$ cat src/design/kslp_pkg.sv
// Shared types and constants for the key scanner with long press and repeat.
// Used by every module of the scanner; depends on nothing else.
`timescale 1ns / 1ps
`default_nettype none

package kslp_pkg;

   localparam int SINGLE_KEYS = 8;
   localparam int PIN_W       = 8;
   localparam int TICK_W      = 32;
   localparam int TIME_W      = 16;
   localparam int SOURCE_W    = 4;
   localparam int KIND_W      = 2;
   localparam int CMD_W       = 2;
   localparam int PIN_IDX_W   = 3;
   localparam int CSR_IDX_W   = 3;
   localparam int CSR_DATA_W  = 16;

   // Commands carried by an input beat; the fourth code does nothing.
   localparam logic [CMD_W-1:0] CMD_SCAN  = 2'd0;
   localparam logic [CMD_W-1:0] CMD_TAKE  = 2'd1;
   localparam logic [CMD_W-1:0] CMD_START = 2'd2;

   localparam logic [KIND_W-1:0] KIND_SHORT  = 2'd0;
   localparam logic [KIND_W-1:0] KIND_LONG   = 2'd1;
   localparam logic [KIND_W-1:0] KIND_REPEAT = 2'd2;

   localparam logic [SOURCE_W-1:0] SOURCE_COMBO = 4'd8;

   // Configuration register indexes.
   localparam logic [CSR_IDX_W-1:0] REG_SINGLE_LONG_TIME   = 3'd0;
   localparam logic [CSR_IDX_W-1:0] REG_COMBO_LONG_TIME    = 3'd1;
   localparam logic [CSR_IDX_W-1:0] REG_REPEAT_INTERVAL    = 3'd2;
   localparam logic [CSR_IDX_W-1:0] REG_RELEASE_MINIMUM    = 3'd3;
   localparam logic [CSR_IDX_W-1:0] REG_SINGLE_REPEAT_MASK = 3'd4;
   localparam logic [CSR_IDX_W-1:0] REG_COMBO_REPEAT_ON    = 3'd5;
   localparam logic [CSR_IDX_W-1:0] REG_COMBO_PIN_FIRST    = 3'd6;
   localparam logic [CSR_IDX_W-1:0] REG_COMBO_PIN_SECOND   = 3'd7;

   typedef struct packed {
      logic [CMD_W-1:0]  cmd;
      logic [PIN_W-1:0]  pin_levels;
      logic [TICK_W-1:0] tick_now;
   } kslp_req_type;

   typedef struct packed {
      logic                event_valid;
      logic [SOURCE_W-1:0] key_source;
      logic [KIND_W-1:0]   event_kind;
   } kslp_rsp_type;

   // Timing settings common to every key lane.
   typedef struct packed {
      logic [TIME_W-1:0] repeat_interval;
      logic [TIME_W-1:0] release_minimum;
   } kslp_timing_type;

   // What one lane found in the current scan.
   typedef struct packed {
      logic              fire;
      logic [KIND_W-1:0] kind;
   } kslp_hit_type;

   // Per-beat controls from the top level to every lane.
   typedef struct packed {
      logic step_en;
      logic start_en;
   } kslp_lane_ctrl_type;

endpackage

`default_nettype wire

$ cat src/design/key_scan_long_press_repeat.sv
// Key scanner with short, long and repeat events for eight active-low single
// keys and one combo key. It takes one input beat per clock cycle while
// req_stall is low and gives exactly one result beat per input beat, via the
// output register. Each key has its own lane with a 32-bit subtract and two
// compares, and all nine lanes evaluate in the same cycle, so the longest path
// is the lane compare followed by the merging stage. The output register and
// a skid stage let the next input beat be taken while a result waits;
// req_stall rises only when both are full. There is no clearing pass after reset.
`timescale 1ns / 1ps
`default_nettype none

module key_scan_long_press_repeat (
   input  wire logic                            clock,
   input  wire logic                            reset,
   input  wire logic                            req_valid,
   output logic                                 req_stall,
   input  wire kslp_pkg::kslp_req_type          req_data,
   output logic                                 rsp_valid,
   input  wire logic                            rsp_stall,
   output kslp_pkg::kslp_rsp_type               rsp_data,
   input  wire logic                            csr_write_enable,
   input  wire logic [kslp_pkg::CSR_IDX_W-1:0]  csr_index,
   input  wire logic [kslp_pkg::CSR_DATA_W-1:0] csr_write_data
);
   import kslp_pkg::*;

   // Configuration registers.
   logic [TIME_W-1:0]      single_long_time_ff;
   logic [TIME_W-1:0]      combo_long_time_ff;
   logic [TIME_W-1:0]      repeat_interval_ff;
   logic [TIME_W-1:0]      release_minimum_ff;
   logic [SINGLE_KEYS-1:0] single_repeat_mask_ff;
   logic                   combo_repeat_on_ff;
   logic [PIN_IDX_W-1:0]   combo_pin_first_ff;
   logic [PIN_IDX_W-1:0]   combo_pin_second_ff;

   logic               accept;
   logic               pend_valid;
   logic               combo_down;
   kslp_lane_ctrl_type lane_ctrl;
   kslp_timing_type    timing;
   kslp_hit_type       combo_hit;
   kslp_hit_type       single_hits [SINGLE_KEYS];
   kslp_rsp_type       result;

   // Output register and skid stage.
   logic         out_valid_ff;
   logic         out_valid_in;
   kslp_rsp_type out_data_ff;
   kslp_rsp_type out_data_in;
   logic         skid_valid_ff;
   logic         skid_valid_in;
   kslp_rsp_type skid_data_ff;
   kslp_rsp_type skid_data_in;
   logic         pop;

   always_ff @(posedge clock) begin
      if (reset) begin
         single_long_time_ff   <= TIME_W'(500);
         combo_long_time_ff    <= TIME_W'(2000);
         repeat_interval_ff    <= TIME_W'(200);
         release_minimum_ff    <= TIME_W'(100);
         single_repeat_mask_ff <= SINGLE_KEYS'(1);
         combo_repeat_on_ff    <= 1'b0;
         combo_pin_first_ff    <= PIN_IDX_W'(0);
         combo_pin_second_ff   <= PIN_IDX_W'(4);
      end else if (csr_write_enable) begin
         case (csr_index)
            REG_SINGLE_LONG_TIME: begin
               single_long_time_ff <= csr_write_data[TIME_W-1:0];
            end
            REG_COMBO_LONG_TIME: begin
               combo_long_time_ff <= csr_write_data[TIME_W-1:0];
            end
            REG_REPEAT_INTERVAL: begin
               repeat_interval_ff <= csr_write_data[TIME_W-1:0];
            end
            REG_RELEASE_MINIMUM: begin
               release_minimum_ff <= csr_write_data[TIME_W-1:0];
            end
            REG_SINGLE_REPEAT_MASK: begin
               single_repeat_mask_ff <= csr_write_data[SINGLE_KEYS-1:0];
            end
            REG_COMBO_REPEAT_ON: begin
               combo_repeat_on_ff <= csr_write_data[0];
            end
            REG_COMBO_PIN_FIRST: begin
               combo_pin_first_ff <= csr_write_data[PIN_IDX_W-1:0];
            end
            REG_COMBO_PIN_SECOND: begin
               combo_pin_second_ff <= csr_write_data[PIN_IDX_W-1:0];
            end
            default: begin
            end
         endcase
      end
   end

   assign accept = req_valid && !req_stall;

   // A scan is skipped altogether while the slot holds an event.
   assign lane_ctrl.step_en  = accept && (req_data.cmd == CMD_SCAN) && !pend_valid;
   assign lane_ctrl.start_en = accept && (req_data.cmd == CMD_START);

   assign timing.repeat_interval = repeat_interval_ff;
   assign timing.release_minimum = release_minimum_ff;

   assign combo_down = !req_data.pin_levels[combo_pin_first_ff] &&
                       !req_data.pin_levels[combo_pin_second_ff];

   kslp_lane u_combo_lane (
      .clock     (clock),
      .reset     (reset),
      .ctrl      (lane_ctrl),
      .restart   (1'b0),
      .pressed   (combo_down),
      .repeat_on (combo_repeat_on_ff),
      .long_time (combo_long_time_ff),
      .timing    (timing),
      .tick_now  (req_data.tick_now),
      .hit       (combo_hit)
   );

   for (genvar g = 0; g < SINGLE_KEYS; g++) begin : g_single
      kslp_lane u_lane (
         .clock     (clock),
         .reset     (reset),
         .ctrl      (lane_ctrl),
         .restart   (combo_down),
         .pressed   (!req_data.pin_levels[g]),
         .repeat_on (single_repeat_mask_ff[g]),
         .long_time (single_long_time_ff),
         .timing    (timing),
         .tick_now  (req_data.tick_now),
         .hit       (single_hits[g])
      );
   end

   kslp_merge u_merge (
      .clock       (clock),
      .reset       (reset),
      .accept      (accept),
      .cmd         (req_data.cmd),
      .combo_hit   (combo_hit),
      .single_hits (single_hits),
      .pend_valid  (pend_valid),
      .result      (result)
   );

   assign pop       = out_valid_ff && !rsp_stall;
   assign req_stall = skid_valid_ff;
   assign rsp_valid = out_valid_ff;
   assign rsp_data  = out_data_ff;

   always_comb begin
      out_valid_in  = out_valid_ff;
      out_data_in   = out_data_ff;
      skid_valid_in = skid_valid_ff;
      skid_data_in  = skid_data_ff;
      if (skid_valid_ff) begin
         if (pop) begin
            out_data_in   = skid_data_ff;
            skid_valid_in = 1'b0;
         end
      end else if (accept) begin
         if (out_valid_ff && !pop) begin
            // The output beat is stalled, so the new result waits in the skid stage.
            skid_valid_in = 1'b1;
            skid_data_in  = result;
         end else begin
            out_valid_in = 1'b1;
            out_data_in  = result;
         end
      end else if (pop) begin
         out_valid_in = 1'b0;
      end
   end

   always_ff @(posedge clock) begin
      if (reset) begin
         out_valid_ff  <= 1'b0;
         skid_valid_ff <= 1'b0;
      end else begin
         out_valid_ff  <= out_valid_in;
         skid_valid_ff <= skid_valid_in;
      end
   end

   always_ff @(posedge clock) begin
      out_data_ff  <= out_data_in;
      skid_data_ff <= skid_data_in;
   end

endmodule

`default_nettype wire

$ cat src/design/kslp_lane.sv
// One key lane: timer, lock bit and the press/release decision for a single key.
// Depends on kslp_pkg; instantiated once per single key and once for the combo key.
`timescale 1ns / 1ps
`default_nettype none

module kslp_lane (
   input  wire logic                        clock,
   input  wire logic                        reset,
   input  wire kslp_pkg::kslp_lane_ctrl_type ctrl,
   input  wire logic                        restart,
   input  wire logic                        pressed,
   input  wire logic                        repeat_on,
   input  wire logic [kslp_pkg::TIME_W-1:0] long_time,
   input  wire kslp_pkg::kslp_timing_type   timing,
   input  wire logic [kslp_pkg::TICK_W-1:0] tick_now,
   output kslp_pkg::kslp_hit_type           hit
);
   import kslp_pkg::*;

   logic [TICK_W-1:0] timer_ff;
   logic [TICK_W-1:0] timer_in;
   logic              locked_ff;
   logic              locked_in;
   logic [TICK_W-1:0] elapsed;
   logic [TIME_W-1:0] limit;
   logic              over_limit;
   logic              over_release;

   // A combo press restarts the timer before the key is judged, so the
   // elapsed time is then zero and nothing can qualify.
   assign elapsed = restart ? '0 : (tick_now - timer_ff);
   assign limit   = locked_ff ? timing.repeat_interval : long_time;

   assign over_limit   = (|elapsed[TICK_W-1:TIME_W]) || (elapsed[TIME_W-1:0] > limit);
   assign over_release = (|elapsed[TICK_W-1:TIME_W]) ||
                         (elapsed[TIME_W-1:0] > timing.release_minimum);

   always_comb begin
      timer_in  = timer_ff;
      locked_in = locked_ff;
      hit       = '0;
      if (ctrl.step_en) begin
         if (restart) begin
            timer_in = tick_now;
         end
         if (pressed) begin
            if (!locked_ff || repeat_on) begin
               if (over_limit) begin
                  hit.fire  = 1'b1;
                  hit.kind  = locked_ff ? KIND_REPEAT : KIND_LONG;
                  locked_in = 1'b1;
                  timer_in  = tick_now;
               end
            end else begin
               // Locked without repeat: the timer just follows the tick.
               timer_in = tick_now;
            end
         end else begin
            if (over_release) begin
               hit.fire = 1'b1;
               hit.kind = KIND_SHORT;
            end
            locked_in = 1'b0;
            timer_in  = tick_now;
         end
      end else if (ctrl.start_en) begin
         timer_in = tick_now;
      end
   end

   always_ff @(posedge clock) begin
      if (reset) begin
         timer_ff  <= '0;
         locked_ff <= 1'b0;
      end else begin
         timer_ff  <= timer_in;
         locked_ff <= locked_in;
      end
   end

endmodule

`default_nettype wire

$ cat src/design/kslp_merge.sv
// Merging stage: picks the last qualifying lane, holds the pending event slot
// and forms the result of each beat. Depends on kslp_pkg.
`timescale 1ns / 1ps
`default_nettype none

module kslp_merge (
   input  wire logic                       clock,
   input  wire logic                       reset,
   input  wire logic                       accept,
   input  wire logic [kslp_pkg::CMD_W-1:0] cmd,
   input  wire kslp_pkg::kslp_hit_type     combo_hit,
   input  wire kslp_pkg::kslp_hit_type     single_hits [kslp_pkg::SINGLE_KEYS],
   output logic                            pend_valid,
   output kslp_pkg::kslp_rsp_type          result
);
   import kslp_pkg::*;

   kslp_rsp_type slot_ff;
   kslp_rsp_type slot_in;
   kslp_rsp_type winner;

   // Combo first, then single keys in ascending order; the last one wins.
   always_comb begin
      winner = '0;
      if (combo_hit.fire) begin
         winner.event_valid = 1'b1;
         winner.key_source  = SOURCE_COMBO;
         winner.event_kind  = combo_hit.kind;
      end
      for (int i = 0; i < SINGLE_KEYS; i++) begin
         if (single_hits[i].fire) begin
            winner.event_valid = 1'b1;
            winner.key_source  = SOURCE_W'(i);
            winner.event_kind  = single_hits[i].kind;
         end
      end
   end

   // Lanes only fire on a scan with an empty slot, so the winner is the slot
   // after the beat; otherwise the beat reports the slot as it stands.
   assign result     = winner.event_valid ? winner : slot_ff;
   assign pend_valid = slot_ff.event_valid;

   always_comb begin
      slot_in = slot_ff;
      if (accept) begin
         if (cmd == CMD_TAKE) begin
            slot_in = '0;
         end else if (winner.event_valid) begin
            slot_in = winner;
         end
      end
   end

   always_ff @(posedge clock) begin
      if (reset) begin
         slot_ff <= '0;
      end else begin
         slot_ff <= slot_in;
      end
   end

endmodule

`default_nettype wire
$ cat config.mk
export PLATFORM = sky130hd
export DESIGN_NAME = key_scan_long_press_repeat
export DESIGN_NICKNAME = d
export VERILOG_FILES = /design/src/design/kslp_pkg.sv /design/src/design/key_scan_long_press_repeat.sv /design/src/design/kslp_lane.sv /design/src/design/kslp_merge.sv
export SDC_FILE = /design/constraint.sdc
export NUM_CORES = 2
export LEC_CHECK = 0
export BUFFER_PORTS_ARGS = -buffer_cell sky130_fd_sc_hd__buf_2
export CORE_MARGIN = 3
export CORE_UTILIZATION = 63
export DETAILED_ROUTE_END_ITERATION = 16
export PLACE_DENSITY = 0.8
export SLEW_MARGIN = 20
export SYNTH_ARGS = -nofsm -noshare
export SYNTH_HDL_FRONTEND = slang
export SYNTH_SLANG_ARGS = --single-unit
$ cat constraint.sdc
create_clock -name clock -period 12.9 [get_ports clock]
set_input_delay 3.225 -clock clock [delete_from_list [all_inputs] [get_ports clock]]
set_output_delay 3.225 -clock clock [all_outputs]
set_load 0.02 [all_outputs]
==> impl_metrics.ini <==
[clocking]
root_buffer = clkbuf_16
clock_path_buffers = 3
cts_num_sinks = 399
cts_inserted_buffers = 49
h-tree-depth = 2
clk_latency_ns = 0.62
cts_tree = yes
path_clk_slew_ns = 0.06
cts_resized = 0
cts_setup_buffers = 0
holdBufCountCts = 0

[finish]
final_common_cell = nor2_1
seq_area_um2 = 8130
synthToLayoutAreaGrowth_pct = 6.42
finalNetCount = 6056
multiInputGateArea_um2 = 31500
final_util_pct = 67.8
fillCellCount = 5803
drive_gt1_share_pct = 5.70
final_cell_mix = 649 x nor2_1, 565 x ha_1, 450 x a21oi_1

[sta]
period_needed_ns = 9.17
setup_violations = 0
postLayoutSetupSlackWorst_ns = 3.73
rsz0062_at_grt = no
fin_setup_tns_ns = 0
max_freq_ghz = 0.109
hold_viol_final = 0
drv_slew = 0
min_period_over_period_pct = 71.1
slew_headroom_pct = 21.6
clock_skew_ns = 0.0246
tightestPinTransition_ns = 1.18

[routing]
wl_um = 141000
postRouteAntennaNets = 0
drt-vias-per-instance = 6.64
first_pass_iters = 6
wire_per_inst_um = 22.3
num_vias = 42000
drc = 0
dr.first_iter.drc_count = 4253

[logic_synthesis]
synth_compound_area_share_pct = 22.8
synth_fa_ha_area_share_pct = 17.2
syn_area_um2 = 42100
synth_xor_area_share_pct = 3.46
synth-simple-area-share_pct = 20.1
ys_warn_count = 0
syn_avg_cell_area_um2 = 7.64
yosysTopAreaCellShare_pct = 18.3
syn-instance-count = 5502
synth-edff-count = 14
synth_cell_types = 96
synth_top_family_by_area = compound AO/OA/AOI/OAI gates
synth_fp_nets = 6142
synthArstFlopShare_pct = 0
ys_seq_elements = 399
synth_area_leaders = dfxtp_1 18%, ha_1 17%, mux2i_1 10%
synthFlopType = dfxtp_1
yosysTopAreaCell = dfxtp_1
muxShareOfSynthArea_pct = 11.3
ys_seq_area_share_pct = 19.3

[critical_path]
critPathCaptureType = flop
critPathLaunchType = primary input
worstPathArrival_ns = 9.54
setup.worst_path.class = in -> reg
critPathMaxFanout = 17
required_ns = 13.28

[job]
maxCapViolations = 0

[power_and_ir_drop]
power_density_nw_per_um2 = 110
ir_drop_v = 0.000108
p_leak_nw = 19.1

[placement]
pre_cts_slack_ns = 3.29
portBuffers = 74
place.gp.congestion = 1.05
dp_hpwl_um = 100000

[global_route]
grt_pass1_wl_um = 215000
globalRoute.totalOverflow = 0
grt.total_usage_pct = 38.8
antenna_found_initial = 4
grt_max_degree = 135
grt_pass1_vias = 38000

[floorplanning]
dieArea_um2 = 69900
die_h_um = 264
initial_core_util_pct = 63.7
ioPinCount = 75
rows = 94
die_width_um = 264
core_area_um2 = 66000

[outcome]
status = complete, no violations

[min_path]
hp-class = reg -> reg
[report_power, final]
group	switching (mW)	internal, mW	total [mW]
sequential	0.0640	1.31	1.38
combinational	1.22	0.807	2.03
clock	0.616	0.899	1.51
[flip-flops by register name, summed over array words and instances (netlist names), 3 cells and up]
register                   cells
g_single.u_lane.timer_ff     256
rsp_data                       7
skid_data_ff                   7
u_combo_lane.timer_ff         32
combo_long_time_ff            16
repeat_interval_ff            16
combo_pin_first_ff             3
single_long_time_ff           16
combo_pin_second_ff            3
u_merge.slot_ff                6
single_repeat_mask_ff          8
release_minimum_ff            16
g_single.u_lane.locked_ff      8
[layout make-up]
class | instances | area share (%)
Multi-Input combinational cell | 4455 | 70.5
Sequential cell | 399 | 18.2
Inverter | 369 | 3.10
Clock buffer | 62 | 2.98
Tap cell | 864 | 2.42
Timing Repair Buffer | 142 | 1.99
Clock inverter | 29 | 0.889
Antenna cell | 2 | 0.0112
[synth_stat cells (all sizes together), types with 14 or more instances]
library cell,instances
a2111oi,16
a211o,21
a211oi,68
a21boi,23
a21o,120
a21oi,450
a221oi,15
a22oi,14
a31o,17
a31oi,46
and2,40
and3,52
and4,25
buf,49
clkbuf,230
dfxtp,385
edfxtp,14
ha,565
inv,367
mux2,20
mux2i,441
nand2,443
nand2b,67
nand3,102
nand3b,24
nand4,101
nor2,650
nor2b,73
nor3,101
nor4,32
o2111ai,17
o211ai,64
o21a,95
o21ai,249
o21bai,38
o221ai,16
o311ai,15
o31a,15
o31ai,26
or3,24
xnor2,89
xor2,77
[worst paths after layout]
check | slack (ns) | to | depth (start not counted) | from
min | 0.45 | combo_long_time_ff[5] | 2 | combo_long_time_ff[5]
max reg2reg | 6.96 | rsp_data[0] | 20 | combo_pin_second_ff[1]
min reg2reg | 0.45 | combo_long_time_ff[5] | 2 | combo_long_time_ff[5]
max | 3.73 | rsp_data[2] | 21 | req_data[1]
[critical path: stages]
cell	delay, ns
buf_2	0.08
buf_4	0.37
clkinv_1	0.73
fa_1	0.69
nor2b_1	0.20
o31a_1	0.27
nor2_1	0.06
o21bai_1	0.25
a21oi_1	0.12
xor2_1	0.15
nor2_1	0.09
ha_1	0.36
nand4_1	0.18
or4_1	0.55
o21ai_0	0.56
o32ai_1	0.24
a22oi_1	0.32
and4_1	0.32
nand4_4	0.13
mux2_4	0.34
mux2_2	0.27
[routing by layer]
| layer | global-route usage (%) | part of all wire, % | vias to the layer above |
|---|---|---|---|
| met5 | 0 | 0 | - |
| met4 | 18.0 | 5.3 | 0 |
| met3 | 9.79 | 13 | 359 |
| met2 | 56.3 | 39 | 2080 |
| met1 | 54.0 | 43 | 19700 |
| li1 | - | - | 19800 |
[logic make-up after synthesis]
group,Yosys count
compound gates,1458
xor+xnor,166
fa+ha+maj,574
buf+inv,648
flops,399
mux,465
simple gates,1792
[through the flow]
| step | std cells | area (um2) | power [mW] | hold WS, ns |
|---|---|---|---|---|
| after CTS | 6320 | 44700 | 4.88 | 0.455 |
| after global routing | 6320 | 44700 | 5.21 | 0.467 |
| after detailed placement | 6229 | 43000 | 3.36 | 0.446 |
| after global placement | 6229 | 43000 | 3.32 | 0.441 |
| after floorplan | 5502 | 42100 | 2.88 | 0.431 |
| final | 6322 | 44700 | 4.92 | 0.455 |
Note: power is estimated with default switching activity, not from simulation.
